<file path="src/hw/rtl/bpsa_pkg.sv">
`timescale 1ns / 1ps
// ----------------------------------------------------------------------------
// bpsa_pkg
// Shared types and codes of the box projected screen area block.
// ----------------------------------------------------------------------------
package bpsa_pkg;

	localparam logic FUNC_LOAD = 1'b0;
	localparam logic FUNC_AREA = 1'b1;

	localparam logic [1:0] PICK_MODEL = 2'd0;
	localparam logic [1:0] PICK_VIEW  = 2'd1;
	localparam logic [1:0] PICK_PROJ  = 2'd2;

	localparam int MAT_COUNT    = 3;
	localparam int MAT_SIZE     = 16;
	localparam int OUT_FRAC     = 16;
	localparam int AREA_W       = 17;
	localparam int CORNER_COUNT = 8;

	// position of a corner inside its item
	typedef struct packed {
		logic first;
		logic last;
	} tag_t;

endpackage

</file>
<file path="src/hw/rtl/bpsa_rect.sv">
`timescale 1ns / 1ps
// ----------------------------------------------------------------------------
// bpsa_rect
// Screen rectangle: min/max over the corners of an item, clamp to the view
// square, area multiply and scale.
// ----------------------------------------------------------------------------
module bpsa_rect #(
	parameter int FRAC_BITS = 16
) (
	input  logic                            clk,
	input  logic                            arst_n,
	input  logic                            in_vld,
	input  bpsa_pkg::tag_t                  in_tag,
	input  logic signed [31:0]              sx,
	input  logic signed [31:0]              sy,
	output logic                            done,
	output logic [bpsa_pkg::AREA_W-1:0]     area,
	output logic                            off
);

	localparam logic signed [31:0] ONE     = 32'sd1 <<< FRAC_BITS;
	localparam logic signed [31:0] NEG_ONE = -ONE;
	localparam int WW = FRAC_BITS + 2;
	localparam int SH = 2 * FRAC_BITS + 2 - bpsa_pkg::OUT_FRAC;

	logic signed [31:0] minx_q, maxx_q, miny_q, maxy_q;
	logic signed [31:0] nminx, nmaxx, nminy, nmaxy;
	logic               vld_s1, vld_s2, vld_s3, vld_s4;
	logic signed [31:0] minx_s1, maxx_s1, miny_s1, maxy_s1;
	logic signed [31:0] cminx, cmaxx, cminy, cmaxy;
	logic signed [32:0] dx, dy;
	logic [WW-1:0]      wx_s2, wy_s2;
	logic               off_s2, off_s3, off_s4;
	logic [2*WW-1:0]    prod_s3;
	logic [bpsa_pkg::AREA_W-1:0] area_s4;
	logic               off_now;

	always_comb begin
		if (in_tag.first) begin
			nminx = sx;
			nmaxx = sx;
			nminy = sy;
			nmaxy = sy;
		end else begin
			nminx = (sx < minx_q) ? sx : minx_q;
			nmaxx = (sx > maxx_q) ? sx : maxx_q;
			nminy = (sy < miny_q) ? sy : miny_q;
			nmaxy = (sy > maxy_q) ? sy : maxy_q;
		end
	end

	always_ff @(posedge clk) begin
		if (in_vld) begin
			minx_q <= nminx;
			maxx_q <= nmaxx;
			miny_q <= nminy;
			maxy_q <= nmaxy;
		end
		minx_s1 <= nminx;
		maxx_s1 <= nmaxx;
		miny_s1 <= nminy;
		maxy_s1 <= nmaxy;
	end

	always_comb begin
		off_now = (maxx_s1 < NEG_ONE) || (maxy_s1 < NEG_ONE) ||
		          (minx_s1 > ONE) || (miny_s1 > ONE);
		cmaxx = (maxx_s1 > ONE) ? ONE : maxx_s1;
		cmaxy = (maxy_s1 > ONE) ? ONE : maxy_s1;
		cminx = (minx_s1 < NEG_ONE) ? NEG_ONE : minx_s1;
		cminy = (miny_s1 < NEG_ONE) ? NEG_ONE : miny_s1;
		dx    = 33'(cmaxx) - 33'(cminx);
		dy    = 33'(cmaxy) - 33'(cminy);
	end

	always_ff @(posedge clk or negedge arst_n) begin
		if (!arst_n) begin
			vld_s1 <= 1'b0;
			vld_s2 <= 1'b0;
			vld_s3 <= 1'b0;
			vld_s4 <= 1'b0;
		end else begin
			vld_s1 <= in_vld & in_tag.last;
			vld_s2 <= vld_s1;
			vld_s3 <= vld_s2;
			vld_s4 <= vld_s3;
		end
	end

	always_ff @(posedge clk) begin
		off_s2  <= off_now;
		wx_s2   <= dx[WW-1:0];
		wy_s2   <= dy[WW-1:0];
		off_s3  <= off_s2;
		prod_s3 <= wx_s2 * wy_s2;
		off_s4  <= off_s3;
		area_s4 <= off_s3 ? '0 : prod_s3[SH +: bpsa_pkg::AREA_W];
	end

	assign done = vld_s4;
	assign area = area_s4;
	assign off  = off_s4;

endmodule

</file>
<file path="config.mk">
export PLATFORM = sky130hd
export DESIGN_NAME = bpsa_rect
export DESIGN_NICKNAME = d
export VERILOG_FILES = /design/src/hw/rtl/bpsa_pkg.sv /design/src/hw/rtl/bpsa_rect.sv
export SDC_FILE = /design/constraint.sdc
export NUM_CORES = 1
export LEC_CHECK = 0
export BUFFER_PORTS_ARGS = -buffer_cell sky130_fd_sc_hd__buf_2
export CORE_AREA = 2 2 216 218
export CTS_CLUSTER_DIAMETER = 40
export DETAILED_ROUTE_END_ITERATION = 8
export DIE_AREA = 0 0 218 220
export PLACE_DENSITY = 0.82
export RECOVER_POWER = 25
export REMOVE_ABC_BUFFERS = 1
export SKIP_CTS_REPAIR_TIMING = 1
export SYNTH_ARGS = -nofsm -noshare
export SYNTH_HDL_FRONTEND = slang
export SYNTH_SLANG_ARGS = --single-unit
export TNS_END_PERCENT = 10
</file>
<file path="constraint.sdc">
create_clock -name clk -period 6.3 [get_ports clk]
set_input_delay 0.315 -clock clk [delete_from_list [all_inputs] [get_ports clk]]
set_output_delay 0.315 -clock clk [all_outputs]
set_load 0.03 [all_outputs]
</file>
==> After elaboration in Yosys (flattened, before gate mapping) <==
Index checks and enable logic that the tools add are counted.
{ "totals": {"reg_bits": 351, "inputBits": 69, "out_inout_bits": 19, "word_cells": 50} }
{ "classes": {"add_sub_neg": 2, "n_mul": 1, "n_lt_le_gt_ge": 12, "mux": 12, "n_bitwise": 1, "reduce_logical": 3} }
{ "op_table": {"columns": ["op", "n"], "rows": [
  ["32-bit two-way mux", 8],
  ["32-bit by 18-bit > comparator with 1-bit output (second input constant)", 4],
  ["32-bit by 17-bit less-than comparator with 1-bit output (second input constant)", 4],
  ["18-bit two-way mux", 4],
  ["32-bit > comparator", 2],
  ["32-bit less-than comparator", 2],
  ["18-bit subtractor", 2],
  ["18-bit by 18-bit multiplier with 35-bit output", 1],
  ["1-bit logical OR", 3],
  ["1-bit bitwise AND", 1]
]} }

==> Logic depth before layout (Yosys ltp) <==
Gate-level depths: netlist of the first run.
{ "depth": {"depth_word": 4, "depth_mapped": 25, "mapped_depth_nobuf": 24} }

==> Worst setup path before layout of the first run <==
OpenSTA, ideal clock, no wires.
{ "synth_path": {"path_type": "reg2reg", "from": "reg wx_s2[10]", "to": "reg prod_s3[32]", "setup_time_ps": 72, "arrival_ps": 6146, "t_required_ps": 6228, "setup_slack_ps": 82, "stages_incl_launch_ff": 24, "n_path_buf": 2, "synth_period_minus_slack_ps": 6218, "cell_sequence": "dfxtp_1 > clkbuf_1 > clkbuf_1 > nand2_1 > fa_1 > fa_1 > fa_1 > inv_1 > fa_1 > fa_1 > inv_1 > fa_1 > inv_1 > ha_1 > and4_1 > nor2b_1 > o31ai_1 > o211a_1 > a211o_1 > a21oi_1 > o41ai_2 > nor2_1 > a211oi_1 > xnor2_1"} }
{ "synth_via": {"elab_chain_len": 1} }
{ "synth_rtl": {"columns": ["element", "line", "text"], "rows": [
  ["start: declaration", "bpsa_rect.sv:32", "logic [WW-1:0] wx_s2, wy_s2;"],
  ["start signal: assignment", "bpsa_rect.sv:92", "wx_s2 <= dx[WW-1:0];"],
  ["18-bit by 18-bit multiplier with 35-bit output", "bpsa_rect.sv:95", "prod_s3 <= wx_s2 * wy_s2;"],
  ["end signal: assignment", "bpsa_rect.sv:95", null],
  ["end: declaration", "bpsa_rect.sv:34", "logic [2*WW-1:0] prod_s3;"]
]} }
No other way between the ends.
A chain may end at the register's enable or synchronous reset.

==> Worst setup path in the final report of the first run <==
{ "layout_path": {"from": "reg wx_s2[10]", "to": "reg prod_s3[33]"} }
The elaborated chain is that of the path after synthesis.

==> results of run 1 <==
-- registers in the layout, summed over array words and instances (netlist names) --
signal / flops
miny_q: 32
maxx_q: 32
off_s3: 1
vld_s1: 1
vld_s2: 1
done: 1
vld_s3: 1
prod_s3: 17
off: 1
area: 17
minx_s1: 32
maxy_q: 32
maxx_s1: 32
wy_s2: 18
maxy_s1: 32
off_s2: 1
minx_q: 32
wx_s2: 18
miny_s1: 32
-- metal layers --
layer  global-route usage [%]  up-vias  wire length (um)
li1                         -     7989                 -
met1                    28.60     8456             22220
met2                    42.74      503             27730
met3                    5.052      165              3369
met4                    9.955       10              2263
met5                        0        -                52
-- layout make-up --
class / count / area [um2]
Antenna cell: 3 / 7.507
Clock buffer: 67 / 1406
Clock inverter: 25 / 332.8
Fill cell: 3588 / 17720
Inverter: 438 / 1644
Multi-Input combinational cell: 1544 / 15090
Sequential cell: 333 / 7996
Tap cell: 607 / 759.5
Timing Repair Buffer: 150 / 899.6
-- synthesized netlist by cell type (all sizes together), types with 5 or more instances --
| library cell | count | area (um2) |
|---|---|---|
| fa | 255 | 5105 |
| a211oi | 6 | 45.04 |
| and2 | 166 | 1039 |
| a21boi | 5 | 37.54 |
| a21oi | 62 | 314.1 |
| a21o | 64 | 480.5 |
| clkbuf | 56 | 210.2 |
| xor2 | 8 | 70.07 |
| o21ai | 30 | 153.9 |
| o41ai | 5 | 51.30 |
| edfxtp | 128 | 3844 |
| nand2b | 11 | 68.82 |
| dfxtp | 201 | 4024 |
| nor3 | 13 | 65.06 |
| nand4 | 47 | 294.0 |
| nand2 | 248 | 930.9 |
| nor2b | 39 | 244.0 |
| xnor2 | 44 | 385.4 |
| nand3 | 13 | 65.06 |
| mux2 | 128 | 1554 |
| nor2 | 51 | 193.9 |
| buf | 9 | 63.81 |
| a31oi | 6 | 37.54 |
| inv | 438 | 1644 |
| ha | 263 | 3291 |
| nor4 | 33 | 206.5 |
-- worst max-delay path, cell delays in order (launching register included) --
cell and delay (ns):
sky130_fd_sc_hd__dfxtp_1 0.44, sky130_fd_sc_hd__buf_4 0.25, sky130_fd_sc_hd__nand2_1 0.09, sky130_fd_sc_hd__fa_1 0.48, sky130_fd_sc_hd__inv_1 0.05, sky130_fd_sc_hd__fa_1 0.57
sky130_fd_sc_hd__fa_1 0.46, sky130_fd_sc_hd__fa_1 0.53, sky130_fd_sc_hd__fa_1 0.55, sky130_fd_sc_hd__inv_1 0.06, sky130_fd_sc_hd__fa_1 0.53, sky130_fd_sc_hd__inv_1 0.04
sky130_fd_sc_hd__ha_1 0.28, sky130_fd_sc_hd__and4_1 0.22, sky130_fd_sc_hd__nand3_1 0.12, sky130_fd_sc_hd__o211a_1 0.26, sky130_fd_sc_hd__a211o_1 0.32, sky130_fd_sc_hd__a21oi_2 0.20
sky130_fd_sc_hd__o41ai_2 0.08, sky130_fd_sc_hd__buf_4 0.16, sky130_fd_sc_hd__nor2b_2 0.12, sky130_fd_sc_hd__a31oi_1 0.10, sky130_fd_sc_hd__xnor2_1 0.14
-- cells by family (layout without fill, tap and decap cells) --
| kind of cell | after synthesis | count (layout) | synth area share [%] |
|---|---|---|---|
| other | 0 | 3 | 0 |
| xor gates and xnor gates | 52 | 52 | 1.828 |
| AOI/OAI and AO/OA | 204 | 204 | 5.399 |
| muxes | 130 | 130 | 6.369 |
| adders and majority gates | 518 | 518 | 33.70 |
| buffers and inverters | 503 | 680 | 7.700 |
| and+or+nand+nor | 640 | 640 | 13.02 |
| DFF | 333 | 333 | 31.98 |
-- worst max-delay path by stage --
stage                           start                  end  slack (ns)  depth (start not counted)
finish              wx_s2[10]$_DFF_P_  prod_s3[33]$_DFF_P_        0.13                         22
CTS                  wy_s2[5]$_DFF_P_  prod_s3[32]$_DFF_P_       -0.09                         23
global placement     wy_s2[5]$_DFF_P_  prod_s3[32]$_DFF_P_        0.09                         23
global route        wx_s2[10]$_DFF_P_  prod_s3[33]$_DFF_P_       -0.06                         22
floorplan            wx_s2[7]$_DFF_P_  prod_s3[32]$_DFF_P_        0.27                         22
detailed placement   wy_s2[5]$_DFF_P_  prod_s3[32]$_DFF_P_       -0.06                         23
-- per-stage QoR --
step	instances	worst slack (ns)	instance area, um2	hold WS [ns]
final	3167	0.1331	28140	0.01198
after global routing	3164	-0.06416	28130	0.004152
after CTS	3161	-0.09199	28060	-0.5271
after detailed placement	3069	-0.06365	26320	0.1201
after global placement	3069	0.09430	26320	0.1164
after floorplan	2315	0.2724	24640	0.01941
==> results.sh, run 1 <==
export IMPL_min_path_type="primary input to register"
export IMPL_groute_usage_overall_pct=24.17
export IMPL_synth_seq_area_share_pct=31.98
export IMPL_critPathArrivalTime_ns=6.65
export IMPL_cp_max_fo=9
export IMPL_die_height_um=220
export IMPL_totalWireLength_um=55630
export IMPL_final_period_utilization_pct=97.89
export IMPL_utilization_pct=61.36
export IMPL_synthArstFlopShare_pct=1.201
export IMPL_avgViaCountPerCell=5.407
export IMPL_endpoint_kind="register"
export IMPL_rows=79
export IMPL_detailedRoute_firstPassIterationCount=5
export IMPL_chipWidth_um=218
export IMPL_syn_area_um2=24910
export IMPL_htree_depth=2
export IMPL_gr_total_overflow=0
export IMPL_antenna_found_initial=7
export IMPL_die_area_um2=47960
export IMPL_failed_checks="capacitance limit, slew limit"
export IMPL_regToRegEndpoint="prod_s3[33]$_DFF_P_"
export IMPL_drt_antenna_violating_nets=0
export IMPL_clk_insertion_delay_late_ns=0.60
export IMPL_detailedPlacementHpwl_um=43890
export IMPL_number_of_enable_type_register_cells_in_the_synthesized_netlist=128
export IMPL_layout_cells_most_common="sky130_fd_sc_hd__inv_1"
export IMPL_io_pin_count=88
export IMPL_count_of_final_hold_check_violations=0
export IMPL_post_route_cells_drive_above_1_share_pct=14.63
export IMPL_run_status="finished, violations left"
export IMPL_synth_cells=2380
export IMPL_cts_buffers_inserted=49
export IMPL_avgSynthCellArea_um2=10.47
export IMPL_synth_seq_cells=333
export IMPL_most_common_layout_cells="sky130_fd_sc_hd__inv_1 (438), sky130_fd_sc_hd__ha_1 (261), sky130_fd_sc_hd__fa_1 (255)"
export IMPL_finClkSkew_ns=0.03592
export IMPL_core_area_um2=45860
export IMPL_fmaxAchievable_mhz=162.2
export IMPL_drt_drc_violations_left=0
export IMPL_post_route_min_period_ns=6.167
export IMPL_tritoncts_num_sinks=333
export IMPL_cp_required_ns=6.78
export IMPL_grt_setup_unrepaired="true"
export IMPL_drt_iter0_markers=1006
export IMPL_timing_reg2reg_setup_slack_ns=0.13
export IMPL_finalSetupViolations=0
export IMPL_reg2regPathDepth=22
export IMPL_worst_slew_margin_rel_pct=-219.6
export IMPL_slew_viol_final=82
export IMPL_setup_worst_path_class="register to register"
export IMPL_grt_first_pass_wirelength_um=92390
export IMPL_synthDistinctLibCells=57
export IMPL_worst_pin_slew_ns=4.793
export IMPL_via_count=17120
export IMPL_grt_max_degree=82
export IMPL_holdCritStartpoint="sy[0]"
export IMPL_critPathLaunchType="register"
export IMPL_hold_depth=2
export IMPL_synthesis_yosys_warnings=0
export IMPL_tritoncts_clock_tree="built"
export IMPL_ys_dominant_reg_cell="sky130_fd_sc_hd__dfxtp_1"
export IMPL_drt_wirelength_per_cell_um=17.57
export IMPL_regToRegStartpoint="wx_s2[10]$_DFF_P_"
export IMPL_gp_routability_congestion=0.9041
export IMPL_worst_hold_path_endpoint="maxy_s1[0]$_DFF_P_"
export IMPL_cts_root_buffer="sky130_fd_sc_hd__clkbuf_16"
export IMPL_place_port_buffers=87
export IMPL_worst_setup_hold_path_clk_slew_ns=0.06
export IMPL_area_growth_pct=12.96
export IMPL_initial_utilization_pct=54.32
export IMPL_fin_tns_setup_ns=0
export IMPL_number_of_global_route_vias_before_repair=18700
export IMPL_max_clock_path_buffers=3
export IMPL_final_nets=3103
export IMPL_cap_violations=1
Power of run 1 is left out: the tool's default activity adds up to more than one toggle a clock period on the data nets, which glitch-free logic cannot reach.
==> run 2, diff against run 1 <==
--- a/config.mk
+++ b/config.mk
@@ -6,11 +6,11 @@
 export NUM_CORES = 1
 export LEC_CHECK = 0
 export BUFFER_PORTS_ARGS = -buffer_cell sky130_fd_sc_hd__buf_2
-export CORE_AREA = 2 2 216 218
+export CORE_AREA = 2 2 260 262
 export CTS_CLUSTER_DIAMETER = 40
 export DETAILED_ROUTE_END_ITERATION = 8
-export DIE_AREA = 0 0 218 220
-export PLACE_DENSITY = 0.82
+export DIE_AREA = 0 0 262 264
+export PLACE_DENSITY = 0.63
 export RECOVER_POWER = 25
 export REMOVE_ABC_BUFFERS = 1
 export SKIP_CTS_REPAIR_TIMING = 1
==> run 2 against run 1 <==
  * Sequential share of layout area fell by 0.55 points
  * Clock skew fell by 0.0073 ns
  * The flow still finishes with violations (capacitance limit, slew limit)
  * Register-to-register slack improved by 0.08 ns
  * Non-clock buffer count rose by 9
  * Die area rose by 44%
  * Sequential cell count did not move
==> results.sh, run 2 (synthesis gave the netlist of run 1 again) <==
export IMPL_grt_first_pass_wirelength_um=92220
export IMPL_finClkSkew_ns=0.02858
export IMPL_worstSetupEndpoint="prod_s3[33]$_DFF_P_"
export IMPL_placed_cell_area_um2=26690
export IMPL_drt_wirelength_per_cell_um=15.82
export IMPL_drt_drc_violations_left=0
export IMPL_crit_slowest_cell="sky130_fd_sc_hd__fa_1"
export IMPL_critPathLaunchType="register"
export IMPL_tritoncts_num_sinks=333
export IMPL_drt_iter0_markers=579
export IMPL_rows=95
export IMPL_post_route_cells_drive_above_1_share_pct=15.95
export IMPL_worst_setup_hold_path_clk_slew_ns=0.06
export IMPL_gp_routability_congestion=0.8727
export IMPL_critical_path_max_stage_delay_ns=0.54
export IMPL_cts_root_buffer="sky130_fd_sc_hd__clkbuf_16"
export IMPL_regToRegStartpoint="wx_s2[12]$_DFF_P_"
export IMPL_tritoncts_clock_tree="built"
export IMPL_grt_setup_unrepaired="true"
export IMPL_finalInstanceArea_um2=28780
export IMPL_io_pin_count=88
export IMPL_core_area_um2=66560
export IMPL_number_of_global_route_vias_before_repair=18030
export IMPL_slew_viol_final=132
export IMPL_max_clock_path_buffers=3
export IMPL_most_common_layout_cells="sky130_fd_sc_hd__inv_1 (436), sky130_fd_sc_hd__ha_1 (260), sky130_fd_sc_hd__fa_1 (253)"
export IMPL_clk_insertion_delay_late_ns=0.60
export IMPL_worst_slew_margin_rel_pct=-127.5
export IMPL_cp_required_ns=6.78
export IMPL_grt_max_degree=73
export IMPL_cp_max_fo=8
export IMPL_cap_violations=2
export IMPL_endpoint_kind="register"
export IMPL_first_element_of_the_critical_path="wx_s2[12]$_DFF_P_"
export IMPL_finalSetupViolations=0
export IMPL_worstPathBufferInverterCount=6
export IMPL_final_period_utilization_pct=96.60
export IMPL_worstPathCellList="buf_4 -> and2_1 -> fa_1 -> inv_1 -> fa_1 -> fa_1 -> inv_1 -> fa_1 -> fa_1 -> inv_1 -> fa_1 -> inv_1 -> ha_1 -> and4_1 -> nand3_1 -> o211a_1 -> a211o_1 -> a21oi_2 -> o41ai_2 -> buf_4 -> nor2b_4 -> a31oi_2 -> xnor2_1"
export IMPL_post_route_min_period_ns=6.086
export IMPL_sequential_cell_area_um2=8019
export IMPL_layout_cells_most_common="sky130_fd_sc_hd__inv_1"
export IMPL_timing_reg2reg_setup_slack_ns=0.21
export IMPL_fmaxAchievable_mhz=164.3
export IMPL_avgViaCountPerCell=4.795
export IMPL_groute_usage_overall_pct=16.42
export IMPL_count_of_final_hold_check_violations=0
export IMPL_chipWidth_um=262
export IMPL_die_height_um=264
export IMPL_regToRegEndpoint="prod_s3[33]$_DFF_P_"
export IMPL_place_port_buffers=87
export IMPL_footprint_of_the_multi_input_gates_um2=15150
export IMPL_failed_checks="capacitance limit, slew limit"
export IMPL_reg2regPathDepth=23
export IMPL_critical_path_top_delay_family="adder cells"
export IMPL_path_depth=23
export IMPL_filler_cell_count=6265
export IMPL_detailedRoute_firstPassIterationCount=5
export IMPL_area_growth_pct=15.51
export IMPL_antenna_found_initial=13
export IMPL_setup_worst_path_class="register to register"
export IMPL_worst_path_most_repeated_cell="sky130_fd_sc_hd__fa_1"
export IMPL_worst_pin_slew_ns=3.412
export IMPL_min_path_type="primary input to register"
export IMPL_gr_total_overflow=0
export IMPL_run_status="finished, violations left"
export IMPL_initial_utilization_pct=37.42
export IMPL_utilization_pct=43.23
export IMPL_via_count=16550
export IMPL_htree_depth=2
export IMPL_detailedPlacementHpwl_um=43520
export IMPL_cts_buffers_inserted=55
export IMPL_critPathArrivalTime_ns=6.57
export IMPL_totalWireLength_um=54590
export IMPL_final_nets=3118
export IMPL_die_area_um2=69170
export IMPL_drt_antenna_violating_nets=0
[run 2: changes by cell type in the layout (fill, tap and decap cells not counted), moves of 5 or more]
cell	previous run	this run
sky130_fd_sc_hd__buf_2	71	66
sky130_fd_sc_hd__buf_4	59	66
sky130_fd_sc_hd__clkinvlp_4	2	11
sky130_fd_sc_hd__dfxtp_2	17	11
sky130_fd_sc_hd__dfxtp_4	2	10
sky130_fd_sc_hd__inv_8	1	7
[run 2: area by class of cell]
cell class	instances	share of cell area, %
Multi-Input combinational cell	1544	52.65
Sequential cell	333	27.87
Antenna cell	2	0.01739
Tap cell	873	3.796
Clock buffer	61	4.966
Clock inverter	42	1.648
Inverter	438	5.714
Timing Repair Buffer	159	3.344
[run 2: worst min path at each step]
stage	to	from	cells after the start	slack, ns
4_1_cts	vld_s3$_DFF_PN0_	arst_n	1	-0.52
2_1_floorplan	done$_DFF_PN0_	arst_n	0	0.02
3_5_place_dp	vld_s1$_DFF_PN0_	arst_n	1	0.12
3_3_place_gp	done$_DFF_PN0_	arst_n	1	0.12
6_report	miny_s1[15]$_DFF_P_	sy[15]	2	0.03
5_1_grt	miny_s1[13]$_DFF_P_	sy[13]	2	0.003
[run 2: metal layers]
metal | GRT usage, % | part of all wire, %
met3 | 3.262 | 4.4
met2 | 28.37 | 49
met1 | 20.93 | 44
met4 | 4.138 | 2.3
met5 | 0 | 0.24
[run 2: per-stage QoR]
step / instances / hold slack (ns) / TNS, ns / setup slack (ns)
2_1_floorplan: 2315 / 0.01941 / 0 / 0.2724
3_3_place_gp: 3339 / 0.1158 / -0.5930 / -0.2504
3_5_place_dp: 3339 / 0.1207 / -0.7604 / -0.2289
4_1_cts: 3442 / -0.5210 / -0.8694 / -0.2524
5_1_grt: 3452 / 0.002909 / -0.1359 / -0.06919
6_report: 3452 / 0.02776 / 0 / 0.2144
Power of run 2 is left out for the same reason.
